==> src/sv/interval_union_cover_set_top_assert.svh <==
// Assertion macros for the interval union cover set block.
// Both expect a clock named clk and an active-low reset named arst_n in scope.
`ifndef INTERVAL_UNION_COVER_SET_TOP_ASSERT_SVH
`define INTERVAL_UNION_COVER_SET_TOP_ASSERT_SVH
`ifndef NO_ASSERTIONS
`define IUCS_ASSERT_IMP(lbl, ante, cons) \
	lbl: assert property (@(posedge clk) disable iff (!arst_n) (ante) |-> (cons)) \
	else $error("assertion failed");
`define IUCS_ASSERT_NXT(lbl, ante, cons) \
	lbl: assert property (@(posedge clk) disable iff (!arst_n) (ante) |=> (cons)) \
	else $error("assertion failed");
`else
`define IUCS_ASSERT_IMP(lbl, ante, cons)
`define IUCS_ASSERT_NXT(lbl, ante, cons)
`endif
`endif

==> src/sv/iucs_pkg.sv <==
`timescale 1ns / 1ps
package iucs_pkg;
	localparam int MAX_SPANS  = 64;
	localparam int COORD_BITS = 51;
	localparam int IDX_W      = $clog2(MAX_SPANS);
	localparam int CNT_W      = $clog2(MAX_SPANS + 1);
	localparam int ENTRY_W    = 2 * COORD_BITS;

	// controller -> datapath
	typedef struct packed {
		logic load;   // take input beat
		logic eval;   // process entry read last cycle
		logic fin;    // close item, post result
	} iucs_cmd_t;

	// datapath -> controller
	typedef struct packed {
		logic scan_end;
		logic out_free;
	} iucs_stat_t;
endpackage

==> src/sv/iucs_ctrl.sv <==
`timescale 1ns / 1ps
module iucs_ctrl import iucs_pkg::*; (
	input  logic       clk,
	input  logic       arst_n,
	input  logic       s_tvalid,
	output logic       s_tready,
	input  iucs_stat_t stat,
	output iucs_cmd_t  cmd
);
	typedef enum logic [1:0] {IDLE, ISSUE, EVAL, FINAL} state_t;
	state_t state_q;

	assign s_tready = (state_q == IDLE);
	assign cmd.load = s_tvalid && (state_q == IDLE);
	assign cmd.eval = (state_q == EVAL);
	assign cmd.fin  = (state_q == FINAL) && stat.out_free;

	always_ff @(posedge clk or negedge arst_n) begin
		if (!arst_n) begin
			state_q <= IDLE;
		end else begin
			case (state_q)
				IDLE:  if (s_tvalid) state_q <= ISSUE;
				ISSUE: state_q <= stat.scan_end ? FINAL : EVAL;
				EVAL:  state_q <= ISSUE;
				FINAL: if (stat.out_free) state_q <= IDLE;
				default: state_q <= IDLE;
			endcase
		end
	end
endmodule

==> config.mk <==
export PLATFORM = sky130hd
export DESIGN_NAME = iucs_ctrl
export DESIGN_NICKNAME = d
export VERILOG_FILES = /design/src/sv/interval_union_cover_set_top_assert.svh /design/src/sv/iucs_pkg.sv /design/src/sv/iucs_ctrl.sv
export SDC_FILE = /design/constraint.sdc
export NUM_CORES = 1
export LEC_CHECK = 0
export BUFFER_PORTS_ARGS = -buffer_cell sky130_fd_sc_hd__buf_2
export CAP_MARGIN = 20
export CELL_PAD_IN_SITES_DETAIL_PLACEMENT = 2
export CELL_PAD_IN_SITES_GLOBAL_PLACEMENT = 2
export CORE_AREA = 2 2 39 41
export CTS_CLUSTER_DIAMETER = 40
export DETAILED_ROUTE_END_ITERATION = 7
export DIE_AREA = 0 0 41 43
export PLACE_DENSITY = 0.38
export SLEW_MARGIN = 10
export SYNTH_ARGS = -nofsm -noshare
export SYNTH_HDL_FRONTEND = slang
export SYNTH_SLANG_ARGS = --single-unit
==> constraint.sdc <==
create_clock -name clk -period 1.2 [get_ports clk]
set_clock_uncertainty 0.05 [all_clocks]
set_input_delay 0.18 -clock clk [delete_from_list [all_inputs] [get_ports clk]]
set_output_delay 0.18 -clock clk [all_outputs]
set_load 0.02 [all_outputs]
Yosys cells after proc, flatten, opt, wreduce, memory -nomap -nowiden. Index checks and enable logic that the tools add are counted.

Reduce and logical (&&, ||, !) cells: 4. Equality and inequality tests: 5. Muxes and demuxes: 4.

Operator list (count): $pmux W2 S4 (1); $eq A2 B2 Y1 const B (2); $mux W2 (2); $ne A2 B2 Y1 const B (2); $eq A2 B1 Y1 const B (1); $logic_and A1 B1 Y1 (2); $logic_not A2 Y1 (1); $reduce_and A2 Y1 (1); $mux W1 (1).

Output and inout port bits: 4. Bits in registers: 2. Word-level logic and storage cells: 14. Input bits: 5.

Logic depth before layout (Yosys ltp). Gate-level depths: netlist of run 1.

Depth in word-level cells: 3. Mapped depth: 2. Mapped depth without buffers: 2.

Worst setup path before layout of run 1. OpenSTA, ideal clock, no wires.

Path kind: flip-flop to output port. Start point: register state_q[0]. End point: output port cmd[2] (netlist name). Stages on the path, launching flop included: 3. Path slack: -42 ps. Arrival time: 1012 ps. Required time: 970 ps. Buffers on the path: 0. Cells stage by stage: dfrtp_1 nor2_1 and2_1.

RTL lines: start, declared (RTL line iucs_ctrl.sv:11) `state_t state_q;`; start signal, assigned (RTL line iucs_ctrl.sv:24) `ISSUE: state_q <= stat.scan_end ? FINAL : EVAL;`; end, declared (RTL line iucs_ctrl.sv:8) `output iucs_cmd_t cmd`.

==> out/metrics.yaml, run 1 <==
ys_top_cells_by_count: "nor2_1, dfrtp_1"
synth-seq-cells: 2
grt_pass1_vias: 175
setup.worst_path.end_class: "output pin"
grt_util_all_layers_pct: 6.53
vdd_drop_max_mv: 0.586
largestRegisters: "state_q x2"
syn2layout_area_growth_pct: 119
grt-ovfl-total: 0
synth_most_common_cell: "nor2_1"
synth_area_leaders: "dfrtp_1, o31ai_2, nor2_1, and2_4, and3_2"
yosys_warnings: 0
die_h_um: 43
dr.pass1.iters: 1
cpPeakStageDelay_ns: 0.40
wl_met3_um: 45
maxCapViolCount: 0
synth_enable_flop_cells: 0
wire_per_inst_um: 9.42
path_cells: "nor2_2 > and2_4 > buf_6"
drt-total-wl_um: 405
grt_max_degree: 6
finalHoldViolations: 0
fmax_mhz: 800
synthesis.area_um2: 114
drcViolationCount: 0
seq_area_frac_synth_pct: 44.0
met2_length_um: 187
syn_area_per_cell_um2: 9.49
n_antenna_cell: 0
worst_ep_required_time_ns: 0.97
drt_iter0_drc: 0
antenna_found_initial: 0
insertion_delay_ns: 0.22
ant_nets: 0
synth_cell_type_count: 9
syn_nets: 17
synth_ff_type: "dfrtp_1"
gp_congestion: 0.595
synth_top_area_share_pct: 44.0
cts_buffer_depth: 2
core.rowCount: 14
post_dp_cell_area_um2: 176
path_clk_slew_ns: 0.03
start_kind: "flip-flop"
worst_ep_arrival_time_ns: 1.02
crit_type: "flip-flop to output pin"
p_leak_nw: 0.129
root_buffer: "clkbuf_4"
tightest_slew_ns: 0.166
hp-class: "input pin to flip-flop"
wl_met1_um: 173
largest_reg_flops: 2
synthArstFlopShare_pct: 100
coreArea_mm2: 0.00138
grt_pass1_wl_um: 696
synthCells: 12
rsz0062_at_grt: "yes"
period_needed_ns: 1.25
pwr_density_cell_mw_per_mm2: 2780
worst_slack_ns: -0.0497
start_util_pct: 8.23
top_register: "state_q"
port_buffers: 8
finalInstanceArea_um2: 249
drive_above_1_share_pct: 70.4
ioPinCount: 9
period_share_pct: 104
die_area_mm2: 0.00176
slew_headroom_pct: 88.9
holdWs_ns: 0.170
num-nets-final: 34
synth_largest_area_cell: "dfrtp_1"
cts.sinks: 2
slew_viol_final: 0
status: "finished, violations left"
topRoutingLayerUsed: "met3"
setup_viol: 3
cp_max_fo: 4
via_per_inst: 3.53
cts_max_level: 1
vias: 152
fp.dieW_um: 41
cts_buffers: 3
cts_tree: "yes"
violations: "setup timing"
slowest_stage: "dfrtp_1"
==> what timing repair did <==
item,in CTS,in global routing
buffers inserted,2,1
hold endpoints to repair,2,0
hold buffers,1,0
resized for setup,3,3
gates cloned,0,0
setup endpoints to repair,3,4
==> critical path: cells and delay by family (launching register included) <==
kind                   cells  cell delay (ns)
DFF                        1             0.40
and+or+nand+nor            2             0.29
buffers and inverters      1             0.11
==> area by class of cell <==
class / count / area [µm²]
fill: 164 / 1130
timing repair buffer: 12 / 87.6
multi-input combinational: 9 / 65.1
sequential: 2 / 50.0
clock buffer: 3 / 22.5
tap: 16 / 20.0
inverter: 1 / 3.75
==> final timing paths <==
check                                            start                endpoint  slack [ns]  cells after the start
max in group asynchronous                       arst_n  state_q[1]$_DFFE_PN0P_        0.78                      2
worst max register to register  state_q[1]$_DFFE_PN0P_  state_q[0]$_DFFE_PN0P_        0.17                      3
worst min register to register  state_q[1]$_DFFE_PN0P_  state_q[0]$_DFFE_PN0P_        0.56                      2
min in group asynchronous                       arst_n  state_q[0]$_DFFE_PN0P_        0.22                      2
worst max-delay path            state_q[0]$_DFFE_PN0P_                  cmd[2]       -0.05                      3
worst min-delay path                          s_tvalid  state_q[0]$_DFFE_PN0P_        0.17                      3
==> where the power goes <==
group          switching (mW)  internal (mW)  total (mW)
Sequential             0.0415          0.103       0.145
Combinational           0.178          0.223       0.401
Clock                  0.0370          0.110       0.147
Total                   0.257          0.437       0.693
==> cell families (layout without fill, tap and decap cells) <==
group	after synthesis	in the layout	synth area share, %
AOI/OAI and AO/OA	2	2	17.6
buffers and inverters	1	16	3.29
DFF	2	2	44.0
and+or+nand+nor	7	7	35.2
==> routing by layer <==
metal  vias to the layer above  GRT usage [%]
met5                         -              0
met4                         0           6.00
met3                         0           4.71
met2                         9           9.06
met1                        73           5.79
li1                         70              -
==> through the flow <==
| stage | TNS, ns | worst slack [ns] | util [%] | power, mW | std cells |
|---|---|---|---|---|---|
| after global placement | 0 | 0.172 | 12.7 | 0.407 | 36 |
| after global routing | -0.298 | -0.107 | 18.0 | 0.757 | 43 |
| after CTS | -0.106 | -0.0646 | 16.8 | 0.648 | 42 |
| final | -0.0953 | -0.0497 | 18.0 | 0.693 | 43 |
| after floorplan | 0 | 0.0593 | - | 0.327 | 12 |
| after detailed placement | 0 | 0.136 | 12.7 | 0.415 | 36 |
==> placed cells by master (no fill, tap or decap), drive strengths merged <==
master       instances
and2                 2
and3                 1
buf                 11
clkbuf               3
dfrtp                2
dlygate4sd3          1
inv                  1
nor2                 3
nor2b                1
o21bai               1
o31ai                1
(Power assumes the default switching activity.)
==> run 2, diff against run 1 <==
==> constraint.sdc (replaced) <==
create_clock -name clk -period 1.2 [get_ports clk]
set_clock_uncertainty 0.05 [all_clocks]
set_input_delay 0.24 -clock clk [delete_from_list [all_inputs] [get_ports clk]]
set_output_delay 0.24 -clock clk [all_outputs]
set_load 0.02 [all_outputs]
==> run 2 against run 1 <==
  * The flow still finishes with violations (setup timing)
  * Final area is 1.0% higher
  * Register-to-register slack worse by 0.11 ns
  * Critical path depth stayed put
  * Count of clock-buffer cells in the layout stayed put
  * Routed wire length is 2.5% lower
  * Hold slack better by 0.059 ns
  * Sequential power hardly changed
  * Global-route usage is 0.60 points lower
  * First-iteration DRC count is 2 higher
  * Non-clock buffer count stayed put
  * Combinational power is 1% lower
  * Worst setup slack worse by 0.062 ns
  * Critical endpoint unchanged
==> out/metrics.yaml, run 2 (synthesis results as in run 1) <==
status: "finished, violations left"
violations: "setup timing"
drcViolationCount: 0  # unchanged
worst_slack_ns: -0.112  # -0.0620 ns
crit_family: "flip-flops"
root_buffer: "clkbuf_4"
syn2layout_area_growth_pct: 121
worstPathBufferInverterCount: 1  # unchanged
hp-class: "input pin to flip-flop"
die_h_um: 43  # unchanged
top_register: "state_q"
fmax_mhz: 762  # -4.7%
slew_viol_final: 0  # unchanged
layout_common_cells: "buf_4, buf_2, clkbuf_4"
slowest_stage: "dfrtp_1"
grt-ovfl-total: 0  # unchanged
fp.dieW_um: 41  # unchanged
antenna_found_initial: 0  # unchanged
drt-total-wl_um: 395  # -2.5%
n_antenna_cell: 0  # unchanged
port_buffers: 8  # unchanged
coreArea_mm2: 0.00138  # unchanged
largestRegisters: "state_q x2"
setup.worst_path.end_class: "output pin"
drive_above_1_share_pct: 70.4  # unchanged
largest_reg_flops: 2  # unchanged
period_share_pct: 109  # +5.2 points
die_area_mm2: 0.00176  # unchanged
gp_congestion: 0.587  # -1.4%
grt_max_degree: 6  # unchanged
ant_nets: 0  # unchanged
post_dp_cell_area_um2: 178  # +0.71%
cts_max_level: 1  # unchanged
maxCapViolCount: 0  # unchanged
cp_max_fo: 5  # +1
setup_viol: 4  # +1
wire_per_inst_um: 9.19  # -2.5%
fillers: 158  # -3.7%
cts_buffers: 3  # unchanged
cpPeakStageDelay_ns: 0.41  # about the same
final_common_cell: "buf_4"
tightest_slew_ns: 0.184  # +0.0176 ns
cts_buffer_depth: 2  # unchanged
pwr_density_cell_mw_per_mm2: 2770  # -0.52%
finalHoldViolations: 0  # unchanged
vias: 141  # -7.2%
path_cells: "nor2_2 > and2_4 > buf_6"
vdd_drop_max_mv: 0.513  # -12%
grt_util_all_layers_pct: 5.92  # -0.60 points
worst_ep_arrival_time_ns: 1.02  # about the same
path_clk_slew_ns: 0.03  # about the same
slew_headroom_pct: 87.7  # -1.2 points
insertion_delay_ns: 0.23  # about the same
setup_total_negative_slack_ns: -0.318  # -0.223 ns
p_leak_nw: 0.129  # +0.30%
start_kind: "flip-flop"
cts_tree: "yes"
crit_type: "flip-flop to output pin"
dr.pass1.iters: 2  # +1
power.total_uw: 696  # +0.48%
grt_pass1_vias: 149  # -15%
grt_pass1_wl_um: 607  # -13%
holdWs_ns: 0.229  # +0.0591 ns
drt_iter0_drc: 2  # +2
period_needed_ns: 1.31  # +0.0620 ns
cts.sinks: 2  # unchanged
worst_ep_required_time_ns: 0.91  # -0.06 ns
core.rowCount: 14  # unchanged
ioPinCount: 9  # unchanged
finalInstanceArea_um2: 251  # +1.0%
rsz0062_at_grt: "yes"
start_util_pct: 8.23  # unchanged
via_per_inst: 3.28  # -7.2%
num-nets-final: 34  # unchanged
==> run 2: cell type report <==
type	instances	area, µm²	share of cell area, %
tap	16	20.0	7.96
multi-input combinational	9	65.1	25.9
inverter	1	3.75	1.49
sequential	2	50.0	19.9
clock buffer	3	22.5	8.96
timing repair buffer	12	90.1	35.8
==> run 2: final timing paths <==
path | start | to | slack (ns) | cells after the start
max reg2reg | state_q[1]$_DFFE_PN0P_ | state_q[0]$_DFFE_PN0P_ | 0.06 | 4
max in group asynchronous | arst_n | state_q[1]$_DFFE_PN0P_ | 0.72 | 2
max | state_q[1]$_DFFE_PN0P_ | cmd[2] | -0.11 | 3
min in group asynchronous | arst_n | state_q[0]$_DFFE_PN0P_ | 0.28 | 2
min | s_tvalid | state_q[0]$_DFFE_PN0P_ | 0.23 | 3
min reg2reg | state_q[0]$_DFFE_PN0P_ | state_q[1]$_DFFE_PN0P_ | 0.56 | 2
==> run 2: per-layer routing <==
| metal | global-route usage, % | wire length (µm) | vias to the layer above |
|---|---|---|---|
| li1 | - | - | 70 |
| met1 | 6.11 | 177 | 58 |
| met2 | 6.88 | 159 | 11 |
| met3 | 1.57 | 36 | 2 |
| met4 | 10.0 | 21 | 0 |
| met5 | 0 | 0 | - |
==> run 2: worst min-delay path, delay by kind of cell <==
kind	cells	cell delay, ns
buffers and inverters	1	0.09
AOI/OAI and AO/OA	2	0.14
==> run 2: repair_timing <==
action,4_1_cts,5_1_grt
pin swaps,2,0
setup endpoints to repair,4,4
hold buffers,1,0
resized for setup,6,1
setup buffers,2,1
hold endpoints to repair,2,0
==> run 2: stage by stage <==
| step | util (%) | setup slack [ns] | cells |
|---|---|---|---|
| 2_1_floorplan | - | 0.0289 | 12 |
| 3_3_place_gp | 12.8 | 0.0999 | 36 |
| 3_5_place_dp | 12.8 | 0.0791 | 36 |
| 4_1_cts | 17.5 | -0.118 | 42 |
| 5_1_grt | 18.2 | -0.159 | 43 |
| 6_report | 18.2 | -0.112 | 43 |
==> run 2: power breakdown <==
part           leakage (nW)  switching (mW)  internal (mW)
sequential           0.0236          0.0434          0.103
combinational        0.0916           0.171          0.226
clock                0.0138          0.0419          0.111
==> run 3, diff against run 2 <==
- CTS_CLUSTER_SIZE: unset -> 10
- SETUP_SLACK_MARGIN: unset -> 0.02
==> run 3 against run 2 <==
  * The flow still finishes with violations (setup timing)
  * Non-clock buffer count unchanged
  * Die area unchanged
  * Sequential share of layout area unchanged
  * Critical endpoint unchanged
  * Count of clock-buffer cells in the layout unchanged
  * Routed wire length up 0.25%
  * Combinational power about the same
  * Final area unchanged
==> out/metrics.yaml, run 3 (synthesis results as in run 1) <==
root_buffer: "clkbuf_4"
grt_max_degree: 6  # unchanged
r2r_cells: 4  # unchanged
antenna_found_initial: 0  # unchanged
n_antenna_cell: 0  # unchanged
grt_util_all_layers_pct: 5.92  # unchanged
finalHoldViolations: 0  # unchanged
dr.pass1.iters: 2  # unchanged
status: "finished, violations left"
fp.dieW_um: 41  # unchanged
cts_tree: "yes"
cts.sinks: 2  # unchanged
top_register: "state_q"
grt-ovfl-total: 0  # unchanged
start_kind: "flip-flop"
rr_endpoint: "state_q[0]$_DFFE_PN0P_"
grt_pass1_vias: 149  # unchanged
largest_reg_flops: 2  # unchanged
final_util_pct: 18.2  # unchanged
largestRegisters: "state_q x2"
port_buffers: 8  # unchanged
ff2ff_setup_slack_ns: 0.10  # +0.04 ns
die_area_mm2: 0.00176  # unchanged
regArea_um2: 50.0  # unchanged
violations: "setup timing"
rsz0062_at_grt: "yes"
vias: 141  # unchanged
drive_above_1_share_pct: 70.4  # unchanged
ant_nets: 0  # unchanged
slew_viol_final: 0  # unchanged
syn2layout_area_growth_pct: 121  # unchanged
r2r-start: "state_q[1]$_DFFE_PN0P_"
cts_buffers: 3  # unchanged
final_common_cell: "buf_4"
tightest_slew_ns: 0.184  # +0.000206 ns
ioPinCount: 9  # unchanged
period_share_pct: 109  # about the same
coreArea_mm2: 0.00138  # unchanged
multi_input_area_um2: 65.1  # unchanged
holdWs_ns: 0.230  # +0.000499 ns
setup.worst_path.end_class: "output pin"
worst_slack_ns: -0.111  # +0.000588 ns
path_clk_slew_ns: 0.03  # about the same
period_needed_ns: 1.31  # -0.000588 ns
fmax_mhz: 763  # about the same
maxCapViolCount: 0  # unchanged
core.rowCount: 14  # unchanged
gp_congestion: 0.587  # unchanged
hold_end: "state_q[0]$_DFFE_PN0P_"
p_leak_nw: 0.129  # about the same
drcViolationCount: 0  # unchanged
cts_max_level: 1  # unchanged
crit_type: "flip-flop to output pin"
grt_pass1_wl_um: 607  # unchanged
drt-total-wl_um: 396  # +0.25%
layout_common_cells: "buf_4, buf_2, clkbuf_4"
hold_depth: 3  # unchanged
worst_ep_arrival_time_ns: 1.02  # about the same
pwr_density_cell_mw_per_mm2: 2770  # about the same
via_per_inst: 3.28  # unchanged
hp-class: "input pin to flip-flop"
insertion_delay_ns: 0.23  # about the same
cts_buffer_depth: 2  # unchanged
vdd_drop_max_mv: 0.513  # about the same
wire_per_inst_um: 9.21  # +0.25%
cp_max_fo: 5  # unchanged
fillers: 158  # unchanged
start_util_pct: 8.23  # unchanged
slew_headroom_pct: 87.7  # about the same
worst_ep_required_time_ns: 0.91  # about the same
setup_viol: 4  # unchanged
drt_iter0_drc: 2  # unchanged
hp-start: "s_tvalid"
die_h_um: 43  # unchanged
num-nets-final: 34  # unchanged
==> run 3: cell counts in the layout (fill, tap and decap cells not counted) <==
No cell type changed its count.
==> run 3: repair_timing <==
action | 4_1_cts | 5_1_grt
hold buffers | 1 | 0
pin swaps | 2 | 1
gates resized for setup | 6 | 1
setup buffers | 2 | 1
endpoints found under the hold margin | 2 | 0
endpoints found under the setup margin | 4 | 4
==> run 3: how the worst max path moves through the flow <==
stage | start | to | slack [ns] | cells past startpoint
global route | state_q[1]$_DFFE_PN0P_ | cmd[2] | -0.16 | 3
finish | state_q[1]$_DFFE_PN0P_ | cmd[2] | -0.11 | 3
floorplan | state_q[0]$_DFFE_PN0P_ | cmd[2] | 0.03 | 2
global placement | state_q[1]$_DFFE_PN0P_ | cmd[2] | 0.1 | 3
detailed placement | state_q[1]$_DFFE_PN0P_ | cmd[2] | 0.08 | 3
CTS | state_q[1]$_DFFE_PN0P_ | cmd[2] | -0.12 | 3
==> run 3: metrics by stage <==
| step | cells | setup WS (ns) | TNS [ns] | power (mW) | cell area, µm² |
|---|---|---|---|---|---|
| 6_report | 43 | -0.111 | -0.316 | 0.696 | 251 |
| 2_1_floorplan | 12 | 0.0289 | 0 | 0.329 | 118 |
| 4_1_cts | 42 | -0.118 | -0.343 | 0.681 | 241 |
| 5_1_grt | 43 | -0.159 | -0.497 | 0.750 | 251 |
| 3_3_place_gp | 36 | 0.0999 | 0 | 0.410 | 178 |
| 3_5_place_dp | 36 | 0.0791 | 0 | 0.413 | 178 |
==> run 3: power breakdown <==
group / internal, mW / switching (mW) / total (mW) / leakage [nW]
logic: 0.226 / 0.171 / 0.398 / 0.0916
clock network: 0.111 / 0.0416 / 0.152 / 0.0138
registers: 0.103 / 0.0434 / 0.146 / 0.0236
==> run 3: cell type report <==
class / count / share of cell area [%]
clock buffers: 3 / 8.96
well taps: 16 / 7.96
multi-input cells: 9 / 25.9
flip-flops and latches: 2 / 19.9
inverters: 1 / 1.49
repair buffers: 12 / 35.8
==> run 3: layer usage <==
metal | share of wire [%] | vias up | global-route usage [%]
met5 | 0 | - | 0
met4 | 5.3 | 0 | 10.0
met3 | 9.1 | 2 | 1.57
met2 | 40 | 11 | 6.88
met1 | 45 | 58 | 6.11
li1 | - | 70 | -
==> run 3: worst max-delay path, cell delays in order (launching register included) <==
cell	delay, ns
dfrtp_1	0.41
nor2_2	0.14
and2_4	0.15
buf_6	0.11
